**src/rtl/crs_pkg.sv**
```systemverilog
package crs_pkg;

  localparam int unsigned CRS_FRAGMENTS = 16;
  localparam int unsigned ADDR_W        = 32;
  localparam int unsigned PLEN_W        = 6;
  localparam int unsigned MAX_PLEN      = 32;

  typedef enum logic [1:0] {
    OP_LOAD  = 2'd0,
    OP_SUB   = 2'd1,
    OP_FLUSH = 2'd2
  } crs_op_e;

  typedef enum logic [1:0] {
    ST_IDLE,
    ST_INSERT,
    ST_FLUSH
  } crs_state_e;

  typedef struct packed {
    logic [1:0]        op;
    logic [ADDR_W-1:0] address;
    logic [PLEN_W-1:0] prefix_len;
  } crs_in_t;

  typedef struct packed {
    logic [ADDR_W-1:0] range_begin;
    logic [ADDR_W-1:0] range_end;
    logic              last;
    logic              empty_res;
    logic              overflow;
  } crs_out_t;

  // One fragment as it is held in a cell and handed between cells.
  typedef struct packed {
    logic              valid;
    logic [ADDR_W-1:0] lo;
    logic [ADDR_W-1:0] hi;
  } crs_frag_t;

  // Commands broadcast from the sequencer to every cell of the chain.
  typedef struct packed {
    logic load;
    logic sub;
    logic insert;
    logic insert_right;
    logic insert_left;
    logic rotate;
  } crs_ctrl_t;

endpackage

```
**src/rtl/crs_cell.sv**
```systemverilog
module crs_cell (
  input  logic                          clk_i,
  input  logic                          rst_ni,
  input  crs_pkg::crs_ctrl_t            ctrl_i,
  input  logic                          head_i,
  input  logic [crs_pkg::ADDR_W-1:0]    lo_i,
  input  logic [crs_pkg::ADDR_W-1:0]    hi_i,
  input  logic [crs_pkg::ADDR_W-1:0]    lo_m1_i,
  input  logic [crs_pkg::ADDR_W-1:0]    hi_p1_i,
  input  logic [crs_pkg::ADDR_W-1:0]    up_lo_i,
  input  crs_pkg::crs_frag_t            left_i,
  input  crs_pkg::crs_frag_t            right_i,
  input  logic                          chain_r_i,
  input  logic                          chain_l_i,
  output crs_pkg::crs_frag_t            frag_o,
  output crs_pkg::crs_frag_t            hand_o,
  output logic                          chain_r_o,
  output logic                          chain_l_o
);
  import crs_pkg::*;

  logic              valid_q, valid_d;
  logic [ADDR_W-1:0] lo_q, lo_d;
  logic [ADDR_W-1:0] hi_q, hi_d;
  logic              split_q, split_d;
  logic [ADDR_W-1:0] spill_q, spill_d;
  logic              hit, keep_lo, keep_hi;
  crs_frag_t         frag_d;

  assign frag_o = '{valid: valid_q, lo: lo_q, hi: hi_q};

  // A cell that was split hands its upper piece to the right; all others hand their content.
  assign hand_o = split_q ? crs_frag_t'{valid: 1'b1, lo: up_lo_i, hi: spill_q} : frag_o;

  // The insert chains start at the split cell and run through occupied cells until a hole.
  assign chain_r_o = split_q | (chain_r_i & valid_q);
  assign chain_l_o = split_q | (chain_l_i & valid_q);

  always_comb begin
    hit     = valid_q && !(lo_i > hi_q) && !(hi_i < lo_q);
    keep_lo = lo_q < lo_i;
    keep_hi = hi_q > hi_i;
    frag_d  = frag_o;
    split_d = split_q;
    spill_d = spill_q;
    if (ctrl_i.load) begin
      frag_d  = '{valid: head_i, lo: lo_i, hi: hi_i};
      split_d = 1'b0;
    end else if (ctrl_i.sub) begin
      if (hit) begin
        if (!keep_lo && !keep_hi) begin
          frag_d.valid = 1'b0;
        end else begin
          if (keep_lo) begin
            frag_d.hi = lo_m1_i;
          end
          if (keep_hi && !keep_lo) begin
            frag_d.lo = hi_p1_i;
          end
          if (keep_lo && keep_hi) begin
            split_d = 1'b1;
            spill_d = hi_q;
          end
        end
      end
    end else if (ctrl_i.insert) begin
      split_d = 1'b0;
      if (ctrl_i.insert_right && chain_r_i) begin
        frag_d = left_i;
      end else if (ctrl_i.insert_left && chain_l_i) begin
        frag_d = right_i;
      end else if (ctrl_i.insert_left && split_q) begin
        // The lower piece moved left, so this cell takes the upper one.
        frag_d = '{valid: 1'b1, lo: up_lo_i, hi: spill_q};
      end
    end else if (ctrl_i.rotate) begin
      frag_d = right_i;
    end
    valid_d = frag_d.valid;
    lo_d    = frag_d.lo;
    hi_d    = frag_d.hi;
  end

  always_ff @(posedge clk_i or negedge rst_ni) begin
    if (!rst_ni) begin
      valid_q <= 1'b0;
      split_q <= 1'b0;
    end else begin
      valid_q <= valid_d;
      split_q <= split_d;
    end
  end

  always_ff @(posedge clk_i) begin
    lo_q    <= lo_d;
    hi_q    <= hi_d;
    spill_q <= spill_d;
  end

endmodule

```
**config.mk**
```make
export PLATFORM = sky130hd
export DESIGN_NAME = crs_cell
export DESIGN_NICKNAME = d
export VERILOG_FILES = /design/src/rtl/crs_pkg.sv /design/src/rtl/crs_cell.sv
export SDC_FILE = /design/constraint.sdc
export NUM_CORES = 1
export LEC_CHECK = 0
export ABC_AREA = 1
export BUFFER_PORTS_ARGS = -buffer_cell sky130_fd_sc_hd__buf_2
export CAP_MARGIN = 20
export CORE_ASPECT_RATIO = 0.6
export CORE_MARGIN = 1
export CORE_UTILIZATION = 25
export CTS_CLUSTER_SIZE = 12
export DETAILED_ROUTE_END_ITERATION = 12
export GPL_ROUTABILITY_DRIVEN = 0
export PLACE_DENSITY = 0.48
export SLEW_MARGIN = 20
export SYNTH_ARGS = -nofsm -noshare
export SYNTH_HDL_FRONTEND = slang
export SYNTH_SLANG_ARGS = --single-unit
```
**constraint.sdc**
```tcl
create_clock -name clk_i -period 5.7 [get_ports clk_i]
set_input_delay 1.14 -clock clk_i [delete_from_list [all_inputs] [get_ports clk_i]]
set_output_delay 1.14 -clock clk_i [all_outputs]
set_load 0.02 [all_outputs]
```
# After elaboration in Yosys (flattened, before gate mapping)
# Cells that the tools add are included.
dict set report classes {
  reduce_logical 19
  mux 19
  order_cmp 4
  eq_ne 7
  bitwise_logic 6
}
# cell count
set ops {}
lappend ops {{$mux W65} 9}
lappend ops {{$gt A32 B32 Y1} 2}
lappend ops {{$lt A32 B32 Y1} 2}
lappend ops {{$mux W32} 2}
lappend ops {{$mux W64} 1}
lappend ops {{$ne A3 B1 Y1 const B} 5}
lappend ops {{$reduce_and A5 Y1} 3}
lappend ops {{$logic_and A1 B1 Y1} 8}
lappend ops {{$reduce_and A4 Y1} 2}
lappend ops {{$mux W1} 7}
lappend ops {{$ne A6 B1 Y1 const B} 1}
lappend ops {{$logic_not A1 Y1} 4}
lappend ops {{$reduce_bool A4 Y1} 1}
lappend ops {{$ne A3 B3 Y1 const B} 1}
lappend ops {{$reduce_bool A3 Y1} 1}
lappend ops {{$and A1 B1 Y1} 2}
lappend ops {{$not A1 Y1} 2}
lappend ops {{$or A1 B1 Y1} 2}
dict set report totals {
  output_inout_bits 132
  register_bits 98
  word_cells 60
}

# Depth between registers and ports, before layout
# Gate-level depths: netlist of run 1.
dict set report depth {
  depth_word 8
  mapped_depth 19
  depth_no_buf 19
}

# Least setup slack after synthesis of run 1
# Ideal clock, no wire load.
dict set report synth_timing {
  path_type {input to register}
  startpoint {in lo_i[29] in the netlist's numbering}
  endpoint {reg lo_q[0] (enable)}
  path_buffers 0
  setup_ps 461
  required_ps 5239
  arrival_ps 4402
  setup_slack_ps 837
  path_stages 12
  cell_sequence {ha_1 -> a21oi_1 -> nor2_1 -> nor3_2 -> nand2_1 -> a21oi_1 -> nand2_1 -> nand2_1 -> nand3_1 -> nand2_2 -> nand2_2 -> nor3_1}
}
dict set report synth_between {
  elab_chain_len 6
}
# element line
set synth_lines {}
lappend synth_lines {{from (decl)} crs_cell.sv:6} ;# input logic [crs_pkg::ADDR_W-1:0] lo_i,
lappend synth_lines {{$gt A32 B32 Y1} crs_cell.sv:40} ;# hit = valid_q && !(lo_i > hi_q) && !(hi_i < lo_q);
lappend synth_lines {{$logic_not A1 Y1} crs_cell.sv:40}
lappend synth_lines {{$logic_and A1 B1 Y1 (2 in series)} crs_cell.sv:40}
lappend synth_lines {{$ne A3 B1 Y1 (no source line)} --}
lappend synth_lines {{$reduce_and A5 Y1 (no source line) *} --}
lappend synth_lines {{to (signal assigned)} crs_cell.sv:95} ;# lo_q <= lo_d;
lappend synth_lines {{to (decl)} crs_cell.sv:23} ;# logic [ADDR_W-1:0] lo_q, lo_d;
# Every way passes the cells marked *; elsewhere a longest branch is shown, timed or not.
# A chain may end at the register's enable or synchronous reset.

# Final worst setup path of run 1
dict set report layout_timing {
  startpoint {in lo_i[17] in the netlist's numbering}
  endpoint {reg spill_q[22] (enable)}
}
dict set report layout_between {
  elab_chain_len 5
}
# element line
set layout_lines {}
lappend layout_lines {{$gt A32 B32 Y1 or $lt A32 B32 Y1 (tied branches)} {crs_cell.sv:40, crs_cell.sv:41}}
lappend layout_lines {{$logic_not A1 Y1 (on tied branches)} {crs_cell.sv:40, crs_cell.sv:51}}
lappend layout_lines {{$logic_and A1 B1 Y1 (on tied branches)} {crs_cell.sv:40, crs_cell.sv:51}}
lappend layout_lines {{$logic_and A1 B1 Y1 or $not A1 Y1 (tied branches)} --}
lappend layout_lines {{$reduce_and A5 Y1 (no source line) *} --}
lappend layout_lines {{to (signal assigned)} crs_cell.sv:97} ;# spill_q <= spill_d;
lappend layout_lines {{to (decl)} crs_cell.sv:26} ;# logic [ADDR_W-1:0] spill_q, spill_d;
# Marked as above.

==> results of run 1 <==
## worst register-to-register path, delay by kind of cell (launching register included)
family                     cells  cell delay, ns
adders and majority gates      1            0.33
buffers and inverters          3            1.31
and+or+nand+nor                7            0.65
AOI/OAI and AO/OA              3            0.55
DFF                            1            0.46
## flip-flops by register name, summed over array words and instances (netlist names)
register,count
split_q,1
valid_q,1
lo_q,32
spill_q,32
hi_q,32
## final timing paths
kind | endpoint | start | slack (ns)
worst max register to register | spill_q[22]$_DFFE_PP_ | hi_q[15]$_DFFE_PP_ | 2.07
worst min register to register | spill_q[1]$_DFFE_PP_ | hi_q[1]$_DFFE_PP_ | 0.51
worst min-delay path | spill_q[1]$_DFFE_PP_ | hi_q[1]$_DFFE_PP_ | 0.51
min in group asynchronous | split_q$_DFFE_PN0P_ | rst_ni | 0.53
worst max-delay path | spill_q[22]$_DFFE_PP_ | lo_i[17] | 1.97
max in group asynchronous | split_q$_DFFE_PN0P_ | rst_ni | 5.06
## per-layer routing
metal | vias to the layer above | track usage | part of all wire
met5 | - | 0 | 0
met2 | 542 | 0.316 | 0.39
met4 | 0 | 0.0434 | 0.012
met3 | 37 | 0.0588 | 0.090
li1 | 5469 | - | -
met1 | 5421 | 0.367 | 0.51
## cells in the mapped netlist
| cell type | count |
|---|---|
| a22oi_1 | 63 |
| o21a_1 | 3 |
| nand3_2 | 1 |
| a32oi_1 | 63 |
| a31oi_1 | 65 |
| clkinv_1 | 3 |
| clkbuf_1 | 47 |
| a21oi_1 | 60 |
| nor2_1 | 41 |
| o21ai_1 | 3 |
| nand2_1 | 337 |
| inv_1 | 221 |
| nor3_2 | 4 |
| buf_2 | 22 |
| o21ai_0 | 139 |
| nand4_1 | 5 |
| nor4_2 | 2 |
| inv_2 | 5 |
| a21oi_2 | 1 |
| nor3_1 | 7 |
| buf_4 | 3 |
| nand3_1 | 20 |
| buf_1 | 7 |
| or2_2 | 1 |
| o311ai_0 | 1 |
| nor3b_2 | 1 |
| dfrtp_1 | 2 |
| nand2_2 | 3 |
| o31ai_1 | 1 |
| a21o_1 | 1 |
| ha_1 | 126 |
| edfxtp_1 | 96 |
| nor2_2 | 3 |
## final cells by class
type / count / share of cell area
clock buffer: 9 / 0.0176
tap: 522 / 0.0510
sequential: 98 / 0.229
antenna: 4 / 0.000781
timing repair buffer: 443 / 0.175
clock inverter: 7 / 0.00469
multi-input combinational: 951 / 0.454
inverter: 229 / 0.0671
## through the flow
stage	setup WS (ns)	utilization
finish	1.97	0.328
CTS	2.00	0.328
floorplan	0.837	-
detailed placement	1.58	0.320
global placement	1.65	0.320
global route	1.77	0.328
## power by group
group / total, mW / internal [mW] / switching [mW]
logic: 1.32 / 0.435 / 0.886
clock network: 0.650 / 0.306 / 0.344
registers: 1.01 / 0.901 / 0.107
## logic make-up (layout without fill, tap and decap cells)
| family | count (synthesis) | after routing | share of synthesized area |
|---|---|---|---|
| and+or+nand+nor | 425 | 425 | 0.173 |
| adders and majority gates | 126 | 126 | 0.159 |
| AOI/OAI and AO/OA | 400 | 400 | 0.252 |
| other | 0 | 4 | 0 |
| DFF | 98 | 98 | 0.296 |
| buffers and inverters | 308 | 688 | 0.120 |
==> qor.yml, run 1 <==
path_buf_inv: 4
cts_buffer_depth: 2
gr-total-overflow: 0
grt_max_degree: 90
drtAntennaViolNets: 0
root_buffer: "clkbuf_16"
synth_top_area_frac: 0.291
min_period_ns: 3.73
seq_area_sq_um: 2940
arrival_ns: 3.79
cp-end-kind: "flop"
hold_viol: 0
multi_input_area_sq_um: 5820
path_class: "in -> reg"
initialDrtViolationCount: 986
num-fill-cells: 4307
die_h_um: 156
drcViolationCount: 0
netlist.top_cell.by_area: "edfxtp_1"
synth_area_sq_um: 9920
crit_slowest_cell: "inv_1"
finalNetCount: 2159
clkLatencyLatePin_ns: 0.38
cp.depth: 15
cp_max_fo: 19
hold_class: "reg -> reg"
netlist_instances: 1357
initial_core_util: 0.254
worstPathCellList: "buf_2 > inv_1 > ha_1 > a21oi_1 > o21ai_1 > nand2_1 > nand3_1 > nand2_1 > nand2_1 > a21oi_1 > nand2_1 > nand2_1 > nand3_1 > inv_1 > buf_4"
synth_fp_nets: 1784
htreeDepth: 3
std_cell_rows: 56
slew_violations: 0
worstMarginPinSlew_ns: 1.10
first_pass_iters: 6
max_stage_delay_ns: 0.56
final_cell_area_sq_um: 12800
period_share: 0.655
ys_ff_latch: 98
status: "completed"
areaGrowthSynthToFinish_pct: 29.2
power_density_nw_per_um2: 232
grt_usage: 0.235
cts_sinks: 98
design.portCount: 433
avgSynthCellArea_sq_um: 7.31
vias: 11500
leakage_nw: 6.45
port_buffers: 432
post_cts_buffers: 0
cts_buffers: 9
whs_ns: 0.507
avgRoutedWirePerCell_um: 21.7
die_w_um: 259
layout_commonest_cell: "buf_2"
grt_pass1_vias: 10600
setup_viol: 0
fin_skew_ns: 0.00996
clkTransAtPathRegs_ns: 0.08
ir_drop_mv: 0.120
ys_top_cells_by_area: "edfxtp_1 (29%), ha_1 (16%), nand2_1 (13%)"
total_power_mw: 2.98
wl_um: 49100
cp-start-kind: "input port"
cts_resized: 0
drive_gt1_frac: 0.280
ys_seq_area_frac: 0.296
dpl.hpwl_um: 38300
layout.cells.non_filler: 2263
crit_top_cell: "nand2_1"
ys_warn_count: 0
cts_tree: "yes"
holdBufCountCts: 0
place_area_sq_um: 12500
cpLargestDelayFamily: "buffers and inverters"
fmax_ghz: 0.268
core_sq_um: 39100
maxCapViolCount: 0
synth_cell_types: 33
critPathRequiredTime_ns: 5.76
antenna_found_initial: 9
fin_setup_tns_ns: 0
r2r_cells: 14
layout_common_cells: "buf_2 (431), nand2_1 (336), inv_1 (219), o21ai_0 (139), ha_1 (126)"
grt_setup_unrepaired: "false"
placed_cells: 2243
vias_per_cell: 5.07
grt_pass1_wl_um: 69300
max_slew_margin: 0.263
die-area_sq_um: 40500
holdPathStages: 0
No activity file was read; power rests on OpenSTA's default activity.
==> run 2: changes to the inputs <==
--- a/config.mk
+++ b/config.mk
@@ -14,7 +14,7 @@
 export CTS_CLUSTER_SIZE = 12
 export DETAILED_ROUTE_END_ITERATION = 12
 export GPL_ROUTABILITY_DRIVEN = 0
-export PLACE_DENSITY = 0.48
+export PLACE_DENSITY = 0.49
 export SLEW_MARGIN = 20
 export SYNTH_ARGS = -nofsm -noshare
 export SYNTH_HDL_FRONTEND = slang
==> constraint.sdc (replaced) <==
create_clock -name clk_i -period 3.2 [get_ports clk_i]
set_input_delay 0.64 -clock clk_i [delete_from_list [all_inputs] [get_ports clk_i]]
set_output_delay 0.64 -clock clk_i [all_outputs]
set_load 0.02 [all_outputs]
==> run 2 against run 1 <==
Net effect:
- total power up 80%
- via count up 0.56%
- non-clock buffer count up 9
- largest power group unchanged
==> qor.yml, run 2 (synthesis gave the netlist of run 1 again) <==
slew_violations: 0  # unchanged
p_int_mw: 2.96  # was 1.64 mW
num-fill-cells: 4315  # was 4307
layout_commonest_cell: "buf_2"  # unchanged
grt_pass1_vias: 10700  # was 10600
hold_class: "in -> async"  # was reg -> reg
drive_gt1_frac: 0.284  # was 0.280
leakage_nw: 6.54  # was 6.45 nW
core_sq_um: 39100  # unchanged
r2r_setup_slack_ns: 0.32  # was 2.07 ns
grt_pass1_wl_um: 70900  # was 69300 um
initial_core_util: 0.254  # unchanged
holdBufCountCts: 0  # unchanged
avgRoutedWirePerCell_um: 22.1  # was 21.7 um
maxCapViolCount: 0  # unchanged
power.switching_mw: 2.39  # was 1.34 mW
layout.cells.non_filler: 2275  # was 2263
cts_resized: 0  # unchanged
cts_sinks: 98  # unchanged
gr-total-overflow: 0  # unchanged
fin_setup_tns_ns: 0  # unchanged
status: "completed"  # unchanged
wl_um: 50200  # was 49100 um
worstMarginPinSlew_ns: 0.972  # was 1.10 ns
initialDrtViolationCount: 1075  # was 986
grt_max_degree: 95  # was 90
grt_usage: 0.242  # was 0.235
path_buf_inv: 2  # was 4
largestRegisters: "hi_q: 32 flops, lo_q: 32 flops, spill_q: 32 flops"  # unchanged
drcViolationCount: 0  # unchanged
r2r_cells: 14  # unchanged
post_cts_buffers: 0  # unchanged
layout_common_cells: "buf_2 (431), nand2_1 (336), inv_1 (219), o21ai_0 (139), ha_1 (126)"  # unchanged
cts_buffers: 9  # unchanged
port_buffers: 432  # unchanged
p_clk_frac: 0.214  # was 0.218
max_slew_margin: 0.352  # was 0.263
power_density_nw_per_um2: 411  # was 232 nW/um^2
design.portCount: 433  # unchanged
first_pass_iters: 5  # was 6
path_class: "reg -> out"  # was in -> reg
cts_buffer_depth: 2  # unchanged
areaGrowthSynthToFinish_pct: 31.3  # was 29.2%
total_power_mw: 5.35  # was 2.98 mW
cp-end-kind: "output pin"  # was flop
dpl.hpwl_um: 40100  # was 38300 um
hold_viol: 0  # unchanged
min_period_ns: 2.88
arrival_ns: 2.24  # was 3.79 ns
fmax_ghz: 0.347
period_share: 0.900
vias_per_cell: 5.07  # about the same
grt_setup_unrepaired: "false"  # unchanged
root_buffer: "clkbuf_16"  # unchanged
cpLargestDelayFamily: "flip-flops"  # was buffers and inverters
sw_frac_of_total: 0.447  # was 0.449
ir_drop_mv: 0.281  # was 0.120 mV
max_stage_delay_ns: 0.73  # was 0.56 ns
std_cell_rows: 56  # unchanged
p_comb_frac: 0.453  # was 0.443
die_h_um: 156  # unchanged
worstPathCellList: "buf_4 > o21ai_0 > buf_2"  # was buf_2 > inv_1 > ha_1 > a21oi_1 > o21ai_1 > nand2_1 > nand3_1 > nand2_1 > nand2_1 > a21oi_1 > nand2_1 > nand2_1 > nand3_1 > inv_1 > buf_4
cts_tree: "yes"  # unchanged
cp-start-kind: "flop"  # was input port
drtAntennaViolNets: 0  # unchanged
vias: 11500  # about the same
antenna_found_initial: 8  # was 9
seqPwrFrac: 0.333  # was 0.339
cp_max_fo: 50  # was 19
crit_slowest_cell: "dfrtp_4"  # was inv_1
setup_viol: 0  # unchanged
htreeDepth: 3  # unchanged
postLayoutCoreUtil: 0.333  # was 0.328
cp.depth: 3  # was 15
clkLatencyLatePin_ns: 0.38  # about the same
clkTransAtPathRegs_ns: 0.08  # about the same
fin_skew_ns: 0.0107  # was 0.00996 ns
finalNetCount: 2168  # was 2159
critPathRequiredTime_ns: 2.56  # was 5.76 ns
die_w_um: 259  # unchanged
placed_cells: 2252  # was 2243
die-area_sq_um: 40500  # unchanged
## run 2: cell count changes in the layout (fill, tap and decap cells not counted), sizes merged
cell   before  now
buf       443  452
diode       4    7
## run 2: area by class of cell
class	instances	area [sq um]	area share
Antenna cell	7	17.5	0.00135
Sequential cell	98	2940	0.225
Inverter	229	860	0.0660
Clock buffer	9	225	0.0173
Multi-Input combinational cell	951	5830	0.448
Timing Repair Buffer	452	2440	0.187
Clock inverter	7	60.1	0.00461
Tap cell	522	653	0.0502
## run 2: path summary, 6_finish.rpt
path	from	end
worst max-delay path	split_q$_DFFE_PN0P_	hand_o[13]
worst min-delay path	rst_ni	split_q$_DFFE_PN0P_
worst max register to register	hi_q[11]$_DFFE_PP_	hi_q[28]$_DFFE_PP_
worst min register to register	hi_q[6]$_DFFE_PP_	spill_q[6]$_DFFE_PP_
max in group asynchronous	rst_ni	split_q$_DFFE_PN0P_
min in group clk_i	hi_q[6]$_DFFE_PP_	spill_q[6]$_DFFE_PP_
## run 2: routing by layer
metal,routed length [um],vias up,share of wire,global-route usage
li1,-,5489,-,-
met1,25600,5461,0.51,0.381
met2,19900,531,0.40,0.331
met3,3890,52,0.078,0.0447
met4,833,0,0.017,0.0507
met5,0,-,0,0
## run 2: worst reg2reg max path, stage by stage (launching register included)
cell and delay [ns]:
edfxtp_1 0.47, inv_1 0.28, ha_1 0.31, a21oi_1 0.14
o21ai_0 0.12, a21oi_1 0.22, nand2_1 0.10, nand2_1 0.06
nand2_1 0.05, nand2_1 0.07, nand3_1 0.08, nand2_2 0.12
nand2_2 0.10, nor3_4 0.16, buf_12 0.25
## run 2: power by group through the flow
stage | clock [mW] | sequential (mW) | combinational [mW]
6_report | 1.14 | 1.78 | 2.42
4_1_cts | 1.18 | 1.78 | 2.41
3_3_place_gp | 0 | 1.81 | 2.40
3_5_place_dp | 0 | 1.81 | 2.40
5_1_grt | 1.21 | 1.81 | 2.65
2_1_floorplan | 0 | 1.86 | 1.25
## run 2: per-stage QoR
| step | area [sq um] | setup WS [ns] | hold WS, ns |
|---|---|---|---|
| 2_1_floorplan | 9920 | -0.175 | 0.344 |
| 3_3_place_gp | 12700 | 0.152 | 0.428 |
| 3_5_place_dp | 12700 | 0.177 | 0.433 |
| 4_1_cts | 13000 | 0.294 | 0.00229 |
| 5_1_grt | 13000 | 0.117 | 0.0150 |
| 6_report | 13000 | 0.321 | 0.0306 |
==> run 3: changes to the inputs <==
--- a/config.mk
+++ b/config.mk
@@ -14,7 +14,6 @@
 export CTS_CLUSTER_SIZE = 12
 export DETAILED_ROUTE_END_ITERATION = 12
 export GPL_ROUTABILITY_DRIVEN = 0
-export PLACE_DENSITY = 0.49
 export SLEW_MARGIN = 20
 export SYNTH_ARGS = -nofsm -noshare
 export SYNTH_HDL_FRONTEND = slang
==> constraint.sdc (replaced) <==
create_clock -name clk_i -period 3 [get_ports clk_i]
set_input_delay 0.6 -clock clk_i [delete_from_list [all_inputs] [get_ports clk_i]]
set_output_delay 0.6 -clock clk_i [all_outputs]
set_load 0.02 [all_outputs]
==> run 3 against run 2 <==
Net effect:
- wire length is 4.4% lower
- first-iteration DRC count is 20% higher
- die area stayed put
- combinational power is 7% higher
- largest power group unchanged
==> qor.yml, run 3 (synthesis gave the netlist of run 1 again) <==
status: "completed"  # unchanged
hold_class: "reg -> reg"  # was in -> async
die_h_um: 156  # unchanged
startpoint: "hi_q[19]$_DFFE_PP_"  # was split_q$_DFFE_PN0P_
fin_setup_tns_ns: 0  # unchanged
r2r_setup_slack_ns: 0.29  # was 0.32 ns
maxCapViolCount: 0  # unchanged
dpl.hpwl_um: 38800  # was 40100 um
antenna_found_initial: 10  # was 8
min_period_ns: 2.71
hold_viol: 0  # unchanged
max_slew_margin: 0.499  # was 0.352
grt_max_degree: 98  # was 95
layout_common_cells: "buf_2 (431), nand2_1 (336), inv_1 (219), o21ai_0 (139), ha_1 (126)"  # unchanged
design.portCount: 433  # unchanged
fmax_ghz: 0.369
drtAntennaViolNets: 0  # unchanged
grt_setup_unrepaired: "false"  # unchanged
arrival_ns: 2.78  # was 2.24 ns
r2r_cells: 14  # unchanged
cts_buffers: 9  # unchanged
initial_core_util: 0.254  # unchanged
critPathCapture: "lo_q[28]$_DFFE_PP_"  # was hand_o[13]
r2r-start: "hi_q[19]$_DFFE_PP_"  # was hi_q[11]$_DFFE_PP_
vias_per_cell: 5.12  # was 5.07
path_class: "reg -> reg"  # was reg -> out
first_pass_iters: 5  # unchanged
cp_max_fo: 32  # was 50
root_buffer: "clkbuf_16"  # unchanged
grt_usage: 0.229  # was 0.242
leakage_nw: 6.57  # was 6.54 nW
cts_sinks: 98  # unchanged
finalNetCount: 2173  # was 2168
port_buffers: 432  # unchanged
setup_viol: 0  # unchanged
areaGrowthSynthToFinish_pct: 31.4  # was 31.3%
reg2reg_to: "lo_q[28]$_DFFE_PP_"  # was hi_q[28]$_DFFE_PP_
vias: 11700  # was 11500
critPathRequiredTime_ns: 3.06  # was 2.56 ns
drcViolationCount: 0  # unchanged
die_w_um: 259  # unchanged
largestRegisters: "hi_q: 32 flops, lo_q: 32 flops, spill_q: 32 flops"  # unchanged
drive_gt1_frac: 0.286  # was 0.284
std_cell_rows: 56  # unchanged
htreeDepth: 3  # unchanged
core_sq_um: 39100  # unchanged
grt_pass1_wl_um: 67500  # was 70900 um
clkTransAtPathRegs_ns: 0.08  # about the same
layout_commonest_cell: "buf_2"  # unchanged
cts_buffer_depth: 2  # unchanged
initialDrtViolationCount: 1288  # was 1075
die-area_sq_um: 40500  # unchanged
avgRoutedWirePerCell_um: 21.1  # was 22.1 um
cts_tree: "yes"  # unchanged
clkLatencyLatePin_ns: 0.38  # about the same
ir_drop_mv: 0.248  # was 0.281 mV
cp-start-kind: "flop"  # unchanged
wl_um: 48000  # was 50200 um
post_cts_buffers: 0  # unchanged
worstMarginPinSlew_ns: 0.751  # was 0.972 ns
period_share: 0.904
cp-end-kind: "flop"  # was output pin
grt_pass1_vias: 10600  # was 10700
slew_violations: 0  # unchanged
whs_ns: 0.532  # was 0.0306 ns
power_density_nw_per_um2: 442  # was 411 nW/um^2
fin_skew_ns: 0.0116  # was 0.0107 ns
gr-total-overflow: 0  # unchanged
[run 3: cell types whose count changed in the layout (fill, tap and decap cells not counted), moves of 2 or more]
cell / previous run / this run
buf_4: 11 / 18
buf_12: 10 / 7
clkinv_2: 0 / 2
diode_2: 7 / 5
[run 3: cell type report]
type,instances,area (sq um)
tap,522,653
sequential,98,2940
clock buffer,9,225
inverter,229,860
multi-input combinational,951,5830
fill,4256,26100
antenna,5,12.5
timing repair buffer,457,2440
clock inverter,7,77.6
[run 3: power by group]
part / switching, mW / internal, mW
logic: 1.71 / 0.874
clock network: 0.639 / 0.659
registers: 0.168 / 1.71
total: 2.52 / 3.25
[run 3: critical path, cell delays in order (launching register included)]
cell      delay (ns)
edfxtp_1        0.46
inv_1           0.20
ha_1            0.30
a21oi_1         0.15
o21ai_1         0.09
nand2_1         0.07
nand2_1         0.06
a21oi_1         0.18
nand2_1         0.07
nand2_1         0.06
nand3_1         0.07
nand2_2         0.11
nand2_2         0.10
nor3_4          0.18
buf_12          0.24
[run 3: what timing repair did]
action / 4_1_cts / 5_1_grt
hold buffers: 1 / 0
resized for setup: 0 / 0
endpoints found under the hold margin: 2 / 0
[run 3: per-layer routing]
metal | vias up | routed length (um) | global-route usage
li1 | 5499 | - | -
met1 | 5488 | 22700 | 0.340
met2 | 624 | 19200 | 0.314
met5 | - | 12 | 0
met4 | 2 | 997 | 0.0611
met3 | 60 | 5080 | 0.0672
[run 3: per-stage QoR]
step	worst slack (ns)	std cells	area, sq um	util	total power, mW
floorplan	-0.335	1357	9920	-	3.32
global placement	0.0599	2256	12700	0.325	4.43
detailed placement	0.111	2256	12700	0.325	4.47
CTS	0.270	2273	13000	0.333	5.79
global route	0.0827	2276	13000	0.333	6.12
finish	0.288	2278	13000	0.333	5.76
[run 3: worst min-delay path by stage]
stage	slack, ns	to	startpoint	depth (start not counted)
2_1_floorplan	0.30	split_q$_DFFE_PN0P_	rst_ni	0
6_report	0.53	spill_q[2]$_DFFE_PP_	hi_q[2]$_DFFE_PP_	0
3_3_place_gp	0.39	valid_q$_DFFE_PN0P_	rst_ni	1
5_1_grt	0.55	spill_q[22]$_DFFE_PP_	hi_q[22]$_DFFE_PP_	0
3_5_place_dp	0.40	valid_q$_DFFE_PN0P_	rst_ni	1
4_1_cts	0.53	spill_q[2]$_DFFE_PP_	hi_q[2]$_DFFE_PP_	0
